==> src/hdl/pti_pkg.sv <==
// Shared types and constants of the piecewise table interpolator.
// No dependencies; imported by the controller, the datapath and the top level.
package pti_pkg;

    localparam logic MODE_LOAD = 1'b0;
    localparam logic MODE_EVAL = 1'b1;

    localparam logic INTERP_STEP   = 1'b0;
    localparam logic INTERP_LINEAR = 1'b1;

    localparam logic REG_INTERP_MODE = 1'b0;
    localparam logic REG_POINT_COUNT = 1'b1;

    localparam logic signed [15:0] ABS_MIN = -16'sd16384;
    localparam logic signed [15:0] ABS_MAX = 16'sd16384;

    localparam int W_W    = 17;  // interval weights
    localparam int PROD_W = 49;  // 32 x 17 signed product
    localparam int NUM_W  = 50;  // sum of two products
    localparam int MAG_W  = 48;  // numerator magnitude, divider width
    localparam int DIV_STEPS = 48;
    localparam int CNT_W  = 6;

    typedef struct packed {
        logic sel_res_v;   // result <= current entry value
        logic sel_res_vl;  // result <= lower neighbor value
        logic save_lo;     // current entry becomes lower neighbor
        logic save_hi;     // current entry is upper neighbor, latch weights
        logic mul1;
        logic mul2;
        logic sum;
        logic absv;
        logic div_step;
        logic fin;
    } t_dp_cmd;

    typedef struct packed {
        logic le;      // sample <= entry abscissa
        logic lt;      // sample <  entry abscissa
        logic dl_le0;  // entry abscissa - lower abscissa <= 0
    } t_dp_stat;

endpackage

==> src/hdl/pti_ctrl.sv <==
// Sequencer of the interpolator: table scan, multiply, divide, result strobe.
// Depends on pti_pkg.
module pti_ctrl import pti_pkg::*; #(
    parameter int IW = 4
) (
    input  logic          i_clk,
    input  logic          i_rst_n,
    input  logic          i_accept,
    input  logic          i_mode,
    input  logic          i_interp,
    input  logic [IW-1:0] i_last,
    input  t_dp_stat      i_stat,
    output t_dp_cmd       o_cmd,
    output logic [IW-1:0] o_rd_addr,
    output logic          o_busy,
    output logic          o_done
);

    localparam logic [3:0] ST_IDLE  = 4'd0;
    localparam logic [3:0] ST_FETCH = 4'd1;
    localparam logic [3:0] ST_SCAN  = 4'd2;
    localparam logic [3:0] ST_MUL1  = 4'd3;
    localparam logic [3:0] ST_MUL2  = 4'd4;
    localparam logic [3:0] ST_SUM   = 4'd5;
    localparam logic [3:0] ST_ABS   = 4'd6;
    localparam logic [3:0] ST_DIV   = 4'd7;
    localparam logic [3:0] ST_FIN   = 4'd8;
    localparam logic [3:0] ST_OUT   = 4'd9;

    logic [3:0]       r_state, n_state;
    logic [IW-1:0]    r_idx, n_idx;
    logic [CNT_W-1:0] r_cnt, n_cnt;
    logic             r_done, n_done;
    logic             w_first, w_last;

    assign w_first = (r_idx == '0);
    assign w_last  = (r_idx == i_last);

    always_comb begin
        n_state = r_state;
        n_idx   = r_idx;
        n_cnt   = r_cnt;
        n_done  = 1'b0;
        o_cmd   = '0;
        unique case (r_state)
            ST_IDLE: begin
                if (i_accept) begin
                    n_idx   = '0;
                    n_state = (i_mode == MODE_EVAL) ? ST_FETCH : ST_OUT;
                end
            end
            ST_FETCH: n_state = ST_SCAN;
            ST_SCAN: begin
                priority if (w_first && i_stat.le) begin
                    o_cmd.sel_res_v = 1'b1;
                    n_state = ST_OUT;
                end else if (!w_first && i_interp == INTERP_LINEAR && i_stat.le) begin
                    if (i_stat.dl_le0) begin
                        o_cmd.sel_res_v = 1'b1;
                        n_state = ST_OUT;
                    end else begin
                        o_cmd.save_hi = 1'b1;
                        n_state = ST_MUL1;
                    end
                end else if (!w_first && i_interp == INTERP_STEP && i_stat.lt) begin
                    o_cmd.sel_res_vl = 1'b1;
                    n_state = ST_OUT;
                end else if (w_last) begin
                    o_cmd.sel_res_v = 1'b1;
                    n_state = ST_OUT;
                end else begin
                    o_cmd.save_lo = 1'b1;
                    n_idx   = r_idx + 1'b1;
                    n_state = ST_FETCH;
                end
            end
            ST_MUL1: begin
                o_cmd.mul1 = 1'b1;
                n_state = ST_MUL2;
            end
            ST_MUL2: begin
                o_cmd.mul2 = 1'b1;
                n_state = ST_SUM;
            end
            ST_SUM: begin
                o_cmd.sum = 1'b1;
                n_state = ST_ABS;
            end
            ST_ABS: begin
                o_cmd.absv = 1'b1;
                n_cnt   = '0;
                n_state = ST_DIV;
            end
            ST_DIV: begin
                o_cmd.div_step = 1'b1;
                n_cnt = r_cnt + 1'b1;
                if (r_cnt == CNT_W'(DIV_STEPS - 1)) begin
                    n_state = ST_FIN;
                end
            end
            ST_FIN: begin
                o_cmd.fin = 1'b1;
                n_state = ST_OUT;
            end
            ST_OUT: begin
                n_done  = 1'b1;
                n_state = ST_IDLE;
            end
            default: n_state = ST_IDLE;
        endcase
    end

    always_ff @(posedge i_clk) begin
        if (!i_rst_n) begin
            r_state <= ST_IDLE;
            r_idx   <= '0;
            r_cnt   <= '0;
            r_done  <= 1'b0;
        end else begin
            r_state <= n_state;
            r_idx   <= n_idx;
            r_cnt   <= n_cnt;
            r_done  <= n_done;
        end
    end

    assign o_rd_addr = r_idx;
    assign o_busy    = (r_state != ST_IDLE);
    assign o_done    = r_done;

    a_done_after_out: assert property (@(posedge i_clk) disable iff (!i_rst_n)
        r_done |-> $past(r_state) == ST_OUT)
        else $error("result strobe without output state");
    a_out_to_idle: assert property (@(posedge i_clk) disable iff (!i_rst_n)
        r_state == ST_OUT |=> r_state == ST_IDLE && r_done)
        else $error("output state did not strobe");
    a_div_count: assert property (@(posedge i_clk) disable iff (!i_rst_n)
        r_state == ST_DIV |-> r_cnt < CNT_W'(DIV_STEPS))
        else $error("divider count overrun");
    a_scan_bound: assert property (@(posedge i_clk) disable iff (!i_rst_n)
        (r_state == ST_SCAN && r_idx == i_last) |=> r_state != ST_FETCH)
        else $error("scan went past last breakpoint");

endmodule

==> src/hdl/pti_dpath.sv <==
// Datapath of the interpolator: breakpoint memories, compare, multiply, divide.
// Depends on pti_pkg.
module pti_dpath import pti_pkg::*; #(
    parameter int MAX_POINTS = 16,
    parameter int IW = 4
) (
    input  logic                i_clk,
    input  logic                i_accept,
    input  logic                i_mode,
    input  logic [3:0]          i_point_index,
    input  logic signed [15:0]  i_point_abscissa,
    input  logic signed [31:0]  i_point_value,
    input  logic signed [15:0]  i_sample_x,
    input  logic [IW-1:0]       i_rd_addr,
    input  t_dp_cmd             i_cmd,
    output t_dp_stat            o_stat,
    output logic signed [31:0]  o_shaped_value,
    output logic                o_status
);

    logic signed [15:0] mem_x [MAX_POINTS];
    logic signed [31:0] mem_v [MAX_POINTS];

    logic signed [15:0]     r_rd_x, r_sample, r_xl;
    logic signed [31:0]     r_rd_v, r_vl, r_vh;
    logic signed [W_W-1:0]  r_w1, r_w2;
    logic [15:0]            r_dl;
    logic signed [PROD_W-1:0] r_p1, r_p2;
    logic signed [NUM_W-1:0]  r_num;
    logic                   r_neg;
    logic [MAG_W-1:0]       r_q;
    logic [15:0]            r_rem;
    logic signed [31:0]     r_result;
    logic                   r_status;

    logic                   w_range_bad, w_we;
    logic signed [W_W-1:0]  w_dl;
    logic signed [NUM_W-1:0] w_abs;
    logic [16:0]            w_rem_sh;
    logic                   w_ge;
    logic [31:0]            w_q;

    assign w_range_bad = (i_point_abscissa < ABS_MIN) || (i_point_abscissa > ABS_MAX);
    assign w_we = i_accept && (i_mode == MODE_LOAD) && !w_range_bad
                  && (int'(i_point_index) < MAX_POINTS);

    always_ff @(posedge i_clk) begin
        if (w_we) begin
            mem_x[IW'(i_point_index)] <= i_point_abscissa;
            mem_v[IW'(i_point_index)] <= i_point_value;
        end
        r_rd_x <= mem_x[i_rd_addr];
        r_rd_v <= mem_v[i_rd_addr];
    end

    assign w_dl = W_W'(r_rd_x) - W_W'(r_xl);
    assign o_stat.le     = (r_sample <= r_rd_x);
    assign o_stat.lt     = (r_sample <  r_rd_x);
    assign o_stat.dl_le0 = (w_dl <= 0);

    assign w_abs    = r_num[NUM_W-1] ? -r_num : r_num;
    assign w_rem_sh = {r_rem, r_q[MAG_W-1]};
    assign w_ge     = (w_rem_sh >= {1'b0, r_dl});
    assign w_q      = r_q[31:0];

    always_ff @(posedge i_clk) begin
        if (i_accept) begin
            r_sample <= i_sample_x;
            r_result <= '0;
            r_status <= (i_mode == MODE_LOAD) && w_range_bad;
        end
        if (i_cmd.save_lo) begin
            r_xl <= r_rd_x;
            r_vl <= r_rd_v;
        end
        if (i_cmd.save_hi) begin
            r_vh <= r_rd_v;
            r_w1 <= W_W'(r_rd_x) - W_W'(r_sample);
            r_w2 <= W_W'(r_sample) - W_W'(r_xl);
            r_dl <= w_dl[15:0];
        end
        if (i_cmd.sel_res_v)  r_result <= r_rd_v;
        if (i_cmd.sel_res_vl) r_result <= r_vl;
        if (i_cmd.mul1) r_p1 <= r_vh * r_w2;
        if (i_cmd.mul2) r_p2 <= r_vl * r_w1;
        if (i_cmd.sum)  r_num <= NUM_W'(r_p1) + NUM_W'(r_p2);
        if (i_cmd.absv) begin
            r_neg <= r_num[NUM_W-1];
            r_q   <= w_abs[MAG_W-1:0];
            r_rem <= '0;
        end
        // restoring division, one quotient bit per beat; remainder stays below the interval
        if (i_cmd.div_step) begin
            r_rem <= w_ge ? 16'(w_rem_sh - {1'b0, r_dl}) : w_rem_sh[15:0];
            r_q   <= {r_q[MAG_W-2:0], w_ge};
        end
        if (i_cmd.fin) r_result <= r_neg ? -$signed(w_q) : $signed(w_q);
    end

    assign o_shaped_value = r_result;
    assign o_status       = r_status;

endmodule

==> src/hdl/piecewise_table_interpolator_core.sv <==
// Piecewise table interpolator, top level: APB registers and block wiring.
// Depends on pti_pkg, pti_ctrl, pti_dpath.
//
// Usage:
//   An item is taken when start is high and busy is low. A load item
//   (i_mode = 0) writes breakpoint i_point_index; abscissae outside -1..1
//   are refused with o_status = 1. An evaluate item (i_mode = 1) looks up
//   i_sample_x over the first point_count breakpoints.
//   Each item gives one result on o_shaped_value / o_status, valid for the
//   single cycle in which o_done is high; the receiver cannot stall it.
//   An evaluate item scans at most point_count table entries in order; a
//   linear interpolation then runs two multiplier beats, sum, abs, 48 divider
//   beats and sign fix. The scan reads one table entry at a time through the
//   registered memory port.
//   Items are processed one at a time; busy stays high until o_done.
//   Reset sets interp_mode = 1 (linear) and point_count = 1; table contents
//   are undefined until loaded. Registers: 0x0 interp_mode, 0x4 point_count.
module piecewise_table_interpolator_core import pti_pkg::*; #(
    parameter int MAX_POINTS = 16
) (
    input  logic               i_clk,
    input  logic               i_rst_n,
    input  logic               start,
    output logic               busy,
    input  logic               i_mode,
    input  logic [3:0]         i_point_index,
    input  logic signed [15:0] i_point_abscissa,
    input  logic signed [31:0] i_point_value,
    input  logic signed [15:0] i_sample_x,
    output logic               o_done,
    output logic signed [31:0] o_shaped_value,
    output logic               o_status,
    input  logic               psel,
    input  logic               penable,
    input  logic               pwrite,
    input  logic [2:0]         paddr,
    input  logic [31:0]        pwdata,
    output logic [31:0]        prdata,
    output logic               pready
);

    localparam int IW = (MAX_POINTS > 1) ? $clog2(MAX_POINTS) : 1;

    logic       r_interp_mode;
    logic [4:0] r_point_count;
    logic       w_accept, w_cfg_we;
    logic [8:0] w_n;
    logic [IW-1:0] w_last, w_rd_addr;
    t_dp_cmd    w_cmd;
    t_dp_stat   w_stat;

    assign pready   = 1'b1;
    assign w_cfg_we = psel && penable && pwrite && pready;

    always_ff @(posedge i_clk) begin
        if (!i_rst_n) begin
            r_interp_mode <= INTERP_LINEAR;
            r_point_count <= 5'd1;
        end else if (w_cfg_we) begin
            if (paddr[2] == REG_INTERP_MODE) r_interp_mode <= pwdata[0];
            else                             r_point_count <= pwdata[4:0];
        end
    end

    assign prdata = (paddr[2] == REG_INTERP_MODE) ? {31'd0, r_interp_mode}
                                                  : {27'd0, r_point_count};

    always_comb begin
        priority if (r_point_count == 5'd0)                  w_n = 9'd1;
        else if (int'(r_point_count) > MAX_POINTS)           w_n = 9'(MAX_POINTS);
        else                                                 w_n = {4'd0, r_point_count};
    end
    assign w_last   = IW'(w_n - 9'd1);
    assign w_accept = start && !busy;

    pti_ctrl #(.IW(IW)) u_ctrl (
        .i_clk     (i_clk),
        .i_rst_n   (i_rst_n),
        .i_accept  (w_accept),
        .i_mode    (i_mode),
        .i_interp  (r_interp_mode),
        .i_last    (w_last),
        .i_stat    (w_stat),
        .o_cmd     (w_cmd),
        .o_rd_addr (w_rd_addr),
        .o_busy    (busy),
        .o_done    (o_done)
    );

    pti_dpath #(.MAX_POINTS(MAX_POINTS), .IW(IW)) u_dpath (
        .i_clk            (i_clk),
        .i_accept         (w_accept),
        .i_mode           (i_mode),
        .i_point_index    (i_point_index),
        .i_point_abscissa (i_point_abscissa),
        .i_point_value    (i_point_value),
        .i_sample_x       (i_sample_x),
        .i_rd_addr        (w_rd_addr),
        .i_cmd            (w_cmd),
        .o_stat           (w_stat),
        .o_shaped_value   (o_shaped_value),
        .o_status         (o_status)
    );

endmodule

==> config.mk <==
export PLATFORM = sky130hd
export DESIGN_NAME = piecewise_table_interpolator_core
export DESIGN_NICKNAME = d
export VERILOG_FILES = /design/src/hdl/pti_pkg.sv /design/src/hdl/pti_ctrl.sv /design/src/hdl/pti_dpath.sv /design/src/hdl/piecewise_table_interpolator_core.sv
export SDC_FILE = /design/constraint.sdc
export NUM_CORES = 2
export LEC_CHECK = 0
export BUFFER_PORTS_ARGS = -buffer_cell sky130_fd_sc_hd__buf_2
export CAP_MARGIN = 40
export CORE_ASPECT_RATIO = 0.7
export CORE_MARGIN = 5
export CORE_UTILIZATION = 50
export CTS_CLUSTER_DIAMETER = 60
export DETAILED_ROUTE_END_ITERATION = 7
export GPL_ROUTABILITY_DRIVEN = 1
export PLACE_DENSITY = 0.66
export SYNTH_ARGS = -nofsm -noshare
export SYNTH_HDL_FRONTEND = slang
export SYNTH_SLANG_ARGS = --single-unit
==> constraint.sdc <==
create_clock -name i_clk -period 16.8 [get_ports i_clk]
set_input_delay 1.68 -clock i_clk [delete_from_list [all_inputs] [get_ports i_clk]]
set_output_delay 1.68 -clock i_clk [all_outputs]
set_load 0.02 [all_outputs]
# ---- After elaboration in Yosys (flattened, before gate mapping)
# Memory sizes are Yosys's and may differ from the RTL's. A register that Yosys moved wholly into a read port is not among the register bits.
# Index checks and enable logic that the tools add are counted.
dict set report totals {
  regBits 413
  ram_bits 768
  in_bits 110
  out_inout_bits 68
  wordCells 141
  n_memories 2
}
dict set report classes {
  add_sub_neg 10
  mul 2
  order_cmp 7
  n_eq_ne 17
  mux 52
  bitwise_logic 3
  n_reduce_logical 27
}
# memory words word_bits read_ports rd_clocked_by_memory_dff wr line_no
set memory_table {}
lappend memory_table {u_dpath.mem_v 16 32 1 1 1 pti_dpath.sv:22} ;# logic signed [31:0] mem_v [MAX_POINTS];
lappend memory_table {u_dpath.mem_x 16 16 1 1 1 pti_dpath.sv:21} ;# logic signed [15:0] mem_x [MAX_POINTS];
# cell n
set op_table {}
lappend op_table {{32-bit two-way mux} 5}
lappend op_table {{48-bit two-way mux} 3}
lappend op_table {{32-bit by 17-bit multiplier with 49-bit output} 2}
lappend op_table {{4-bit two-way mux} 16}
lappend op_table {{16-bit by 16-bit subtractor with 17-bit output} 3}
lappend op_table {{49-bit by 49-bit adder with 50-bit output} 1}
lappend op_table {{16-bit two-way mux} 3}
lappend op_table {{48-bit negator} 1}
lappend op_table {{4-bit case mux with 9 select lines} 1}
lappend op_table {{32-bit negator} 1}
lappend op_table {{1-bit two-way mux} 19}
lappend op_table {{17-bit by 16-bit greater-or-equal comparator with 1-bit output} 1}
lappend op_table {{17-bit by 1-bit less-or-equal comparator with 1-bit output, second input constant} 1}
lappend op_table {{4-bit by 3-bit equality test with 1-bit output, second input constant} 4}
lappend op_table {{16-bit > comparator, second input constant} 1}
lappend op_table {{16-bit less-or-equal comparator} 1}
lappend op_table {{16-bit by 15-bit less-than comparator with 1-bit output, second input constant} 1}
lappend op_table {{16-bit less-than comparator} 1}
lappend op_table {{16-bit subtractor} 1}
lappend op_table {{6-bit case mux with 2 select lines} 1}
lappend op_table {{1-bit logical AND} 11}
lappend op_table {{4-bit by 2-bit equality test with 1-bit output, second input constant} 2}
lappend op_table {{4-bit equality test, second input constant} 2}
lappend op_table {{4-bit zero test} 2}
lappend op_table {{other kinds (21)} 34}

# ---- Depth between registers and ports, before layout
dict set report depth {
  ltp_word 13
  ltp_mapped 25
}

# ---- Hierarchy
# From an unflattened synthesis, not the netlist that was laid out.
dict set report unflattened {
  hier_cells 7174
  area_unflattened_um2 88831.4
}
# module instances cells_each area_per_inst_um2 seq_area_each_um2
set by_module_without_submodules {}
lappend by_module_without_submodules {pti_dpath 1 6959 87137.3 35764.3}
lappend by_module_without_submodules {pti_ctrl 1 143 1102.3 300.3}
lappend by_module_without_submodules {piecewise_table_interpolator_core 1 72 591.8 120.1}

# ---- Least setup slack after synthesis
# OpenSTA, ideal clock, no wires.
dict set report synth_path {
  kind {input port to flip-flop}
  startpoint {input port i_point_abscissa[8]}
  endpoint {memory u_dpath.mem_v[0][0], enable pin}
  setup_ns 0.513
  t_arrival_ns 6.177
  slack_ns 10.110
  stages 7
  cell_sequence {nor4_1 nand4_1 nand2_1 mux2i_1 or3_1 or3_1 nor3_1}
}
dict set report synth_between {
  elab_chain_cells 6
  elab_cells_between_ends 7
  cone_classes {2 x order compare; 2 x mux; 3 x reduce/logical}
}
# item line_no
set synth_rtl {}
lappend synth_rtl {{from (decl)} piecewise_table_interpolator_core.sv:27} ;# input logic signed [15:0] i_point_abscissa,
lappend synth_rtl {{16-bit by 15-bit less-than comparator with 1-bit output / 16-bit > comparator (equally long branches)} pti_dpath.sv:43} ;# assign w_range_bad = (i_point_abscissa < ABS_MIN) || (i_point_abscissa > ABS_MAX);
lappend synth_rtl {{1-bit logical OR *} pti_dpath.sv:43}
lappend synth_rtl {{1-bit zero test *} pti_dpath.sv:44} ;# assign w_we = i_accept && (i_mode == MODE_LOAD) && !w_range_bad
lappend synth_rtl {{1-bit logical AND *} pti_dpath.sv:44}
lappend synth_rtl {{1-bit two-way mux *} pti_dpath.sv:48} ;# if (w_we) begin
lappend synth_rtl {{1-bit two-way mux (not written as such) *} pti_dpath.sv:50} ;# mem_v[IW'(i_point_index)] <= i_point_value;
lappend synth_rtl {{to (decl)} pti_dpath.sv:22}
# Mark *: on every way between the ends. The rest lies on a longest branch, timed or not.

# ---- Worst setup path after layout
dict set report layout_path {
  startpoint {register u_dpath.r_vl[7]}
  endpoint {register u_dpath.r_p2[44] (data pin)}
}
dict set report layout_between {
  elab_chain_cells 1
}
# item line_no
set layout_rtl {}
lappend layout_rtl {{from (decl)} pti_dpath.sv:25} ;# logic signed [31:0] r_rd_v, r_vl, r_vh;
lappend layout_rtl {{from (signal assigned)} pti_dpath.sv:74} ;# r_vl <= r_rd_v;
lappend layout_rtl {{32-bit by 17-bit multiplier with 49-bit output} pti_dpath.sv:85} ;# if (i_cmd.mul2) r_p2 <= r_vl * r_w1;
lappend layout_rtl {{to (signal assigned)} pti_dpath.sv:85}
lappend layout_rtl {{to (decl)} pti_dpath.sv:28} ;# logic signed [PROD_W-1:0] r_p1, r_p2;
# Every way passes these cells.
# A chain may end at the register's enable or synchronous reset.

==> impl_metrics.yaml <==
status:
  status: "complete, no violations"
drt:
  vias_per_cell: 5.70
  drc_errors: 0
  vias: 57100
  antenna_left: 0
  drt_iter0_drc: 5094
  routed_wl_um: 229000
  drt_first_pass_iters: 6
  wl_per_cell_um: 22.9
timing:
  finalSetupTns_ps: 0
  slew_viol_final: 0
  fin_crit_ps: 7760
  slew_headroom: 0.338
  final_hold_viol_count: 0
  finalSetupViolations: 0
  worst_pin_slew_ps: 993
  skew_ps: 97.9
  min_period_over_period: 0.462
  rsz0062_at_grt: "no"
  max_freq_mhz: 129
global_routing:
  antenna_found_initial: 24
  grt_max_degree: 122
  met1_usage: 0.371
  grt_pass1_vias: 58900
  grt_use_met2: 0.386
  grt_pass1_wl_um: 356000
  grt_use_total: 0.248
  grt.busiest_layer: "met2"
  grt_overflow_total: 0
  use_met3: 0.0414
synth:
  ys_seq_elements: 1228
  ys_dominant_reg_cell: "edfxtp_1"
  synth_area_leader_cell: "edfxtp_1"
  synth-compound-area-share: 0.0699
  yosys.area_share.simple: 0.103
  synth.top_cell.area_share: 0.390
  ys_types: 88
  ys_seq_area_frac: 0.405
  synth_mux_area_frac: 0.0492
  yosys_warnings: 0
  synth_edf_count: 1159
  syn_area_um2: 89300
  synth_top_family_by_area: "adder cells"
  avgSynthCellArea_um2: 11.9
  synthAdderAreaFrac: 0.284
  async_reset_ff_frac: 0
  syn-instance-count: 7526
  synth_xor_area_frac: 0.0258
  synth_area_leaders: "edfxtp_1, fa_1, ha_1"
worst_setup_path:
  endpoint_kind: "register"
  worstPathRequired_ps: 17280
  path_cells: "nand2_1 -> fa_1 -> inv_1 -> fa_1 -> inv_1 -> fa_1 -> inv_1 -> fa_1 -> fa_1 -> inv_1 -> fa_1 -> inv_1 -> ha_1 -> a21oi_1 -> o21ai_0 -> a21oi_1 -> o211ai_1 -> buf_4 -> o21ai_0 -> o31ai_1 -> a311oi_1 -> o31ai_1 -> xnor2_1"
  path_max_fanout: 18
  timing.rr.start: "u_dpath.r_vl[7]"
  path_delay_family: "adder cells"
  rrSetupSlack_ps: 9040
  slowest_stage: "edfxtp_1"
  crit_path_max_incr_delay_ps: 890
  rr_endpoint: "u_dpath.r_p2[44]"
  critPathBufInv: 6
  start_kind: "register"
  worstPathArrival_ps: 8240
  path_class: "register to register"
  crit_top_cell: "fa_1"
  r2r_cells: 23
job:
  maxCapViolCount: 0
pwr:
  power.density_nw_per_um2: 68.9
  power_w: 0.00668
  peakVddDrop_mv: 0.0928
  power_leakage_nw: 39.6
floorplanning:
  ioPinCount: 178
  initial_core_util: 0.504
  dieArea_um2: 187000
  die_h_um: 364
  coreArea_um2: 177000
  rows: 129
  die_w_um: 515
clock_tree:
  post_cts_buffers: 0
  htreeDepth: 3
  max-clock-path-buffers: 3
  numCtsBuffers: 110
  ctsResizeCount: 0
  clk_latency_ps: 770
  cts_root_buffer: "clkbuf_16"
  clk_pin_slew_worst_paths_ps: 70
  cts_tree: "yes"
  cts_hold_buffers: 0
  cts_sinks: 1228
finish:
  area_growth_pct: 8.45
  nets: 9064
  drive_above_1_share: 0.0827
worst_hold_path:
  min_from: "u_dpath.r_rd_x[2]"
  min_path_type: "register to register"
  min_delay_path_depth: 0
  min_to: "u_dpath.r_xl[2]"
place:
  hpwl_um: 166000
  gp_congestion: 0.916
  port_buffers: 120
-- cells in the mapped netlist, types with 16 or more instances --
cell type / number
a211oi_1: 22
a21o_1: 76
a21oi_1: 221
a221o_1: 32
a221oi_1: 53
a22oi_1: 56
a31oi_1: 23
and2_1: 503
and3_1: 26
buf_1: 29
buf_4: 28
clkbuf_1: 282
dfxtp_1: 69
edfxtp_1: 1159
fa_1: 1047
ha_1: 349
inv_1: 1143
mux2_2: 49
mux2i_1: 168
mux4_2: 96
nand2_1: 787
nand2b_1: 45
nand3_1: 45
nand4_1: 20
nor2_1: 250
nor2b_1: 37
nor3_1: 57
nor4_1: 17
o211ai_1: 21
o21a_1: 30
o21ai_0: 263
o21bai_1: 20
o31ai_1: 38
o41ai_1: 16
or2_2: 19
or3_1: 19
xnor2_1: 143
xor2_1: 120
-- metrics by stage --
step	setup slack, ps	instances	area (µm²)	hold slack (ps)	utilization
4_1_cts	9030	10000	96900	482	0.547
6_report	9040	10000	96900	477	0.547
5_1_grt	8610	10000	96900	496	0.547
3_3_place_gp	9250	9779	92500	480	0.522
3_5_place_dp	9070	9803	93000	467	0.525
2_1_floorplan	10110	7552	89400	408	-
-- registers in the layout, summed over array words and instances, names as in the netlist, 17 cells and up --
signal,flops
u_dpath.r_q,48
u_dpath.r_num,49
u_dpath.r_vh,32
u_dpath.r_w1,17
u_dpath.r_p1,49
u_dpath.mem_x,256
u_dpath.o_shaped_value,32
u_dpath.r_p2,49
u_dpath.r_rd_v,32
u_dpath.mem_v,512
u_dpath.r_vl,32
u_dpath.r_w2,17
-- worst reg2reg max path: cells and delay by family (launching register included) --
kind | cells | cell delay [ps]
AOI/OAI and AO/OA | 8 | 2380
xor gates and xnor gates | 1 | 170
adders and majority gates | 7 | 3390
buffers and inverters | 6 | 450
DFF | 1 | 890
and+or+nand+nor | 1 | 220
-- how the worst max path moves through the flow --
stage	slack (ps)	to	from	cells after the start
after floorplan	10110	u_dpath.mem_v[0][0]	i_point_abscissa[8]	7
after global placement	9250	u_dpath.r_p2[44]	u_dpath.r_vl[7]	23
after detailed placement	9070	u_dpath.r_p2[44]	u_dpath.r_vl[7]	23
after CTS	9030	u_dpath.r_p2[44]	u_dpath.r_vl[7]	23
after global routing	8610	u_dpath.r_p2[44]	u_dpath.r_vl[7]	23
final	9040	u_dpath.r_p2[44]	u_dpath.r_vl[7]	23
-- layout by cell type (no fill, tap or decap), drive strengths merged, types with 19 or more instances in the layout --
cell type | Yosys | layout
mux2i | 168 | 168
a221o | 32 | 32
a22oi | 56 | 56
a221oi | 53 | 53
fa | 1047 | 1047
edfxtp | 1159 | 1159
o21a | 30 | 30
conb | 2 | 28
nand3 | 45 | 45
clkbuf | 283 | 133
mux4 | 96 | 96
o31ai | 39 | 39
nor2b | 37 | 37
nor2 | 250 | 250
nand4 | 20 | 20
a21oi | 221 | 221
a31oi | 23 | 23
xnor2 | 143 | 143
clkinv | 0 | 53
nor4 | 19 | 19
ha | 349 | 349
buf | 61 | 237
o21ai | 268 | 268
or2 | 21 | 21
mux2 | 49 | 49
a211oi | 22 | 22
nand2 | 787 | 787
o211ai | 21 | 21
xor2 | 120 | 120
nand2b | 45 | 45
or3 | 19 | 19
and2 | 503 | 503
dfxtp | 69 | 69
inv | 1145 | 1150
o21bai | 20 | 20
and3 | 26 | 26
a21o | 76 | 76
nor3 | 57 | 57
-- layer usage --
metal | share of wire | routed length [µm]
met5 | 0.00041 | 94
met4 | 0.023 | 5280
met2 | 0.45 | 103000
met1 | 0.45 | 102000
met3 | 0.080 | 18400
-- cell families after synthesis --
| group | Yosys count |
|---|---|
| multiplexers | 313 |
| AO/OA/AOI/OAI | 957 |
| other | 2 |
| XOR/XNOR | 263 |
| flip-flops | 1228 |
| buffers and inverters | 1489 |
| adder cells (fa/ha/maj) | 1396 |
| AND/OR/NAND/NOR | 1878 |
-- final cells by class --
class,instances,area [µm²]
diodes,5,12.5
clock buffers,133,2930
clock inverters,76,915
fillers,14800,80300
inverters,1145,4300
multi-input cells,4835,47700
flip-flops and latches,1228,36200
well taps,2358,2950
repair buffers,238,1880
-- report_power, final --
group,internal (W),switching (W)
registers,0.00339,0.0000305
logic,0.000223,0.000377
clock network,0.00147,0.00119
No activity file was read; power rests on OpenSTA's default activity.
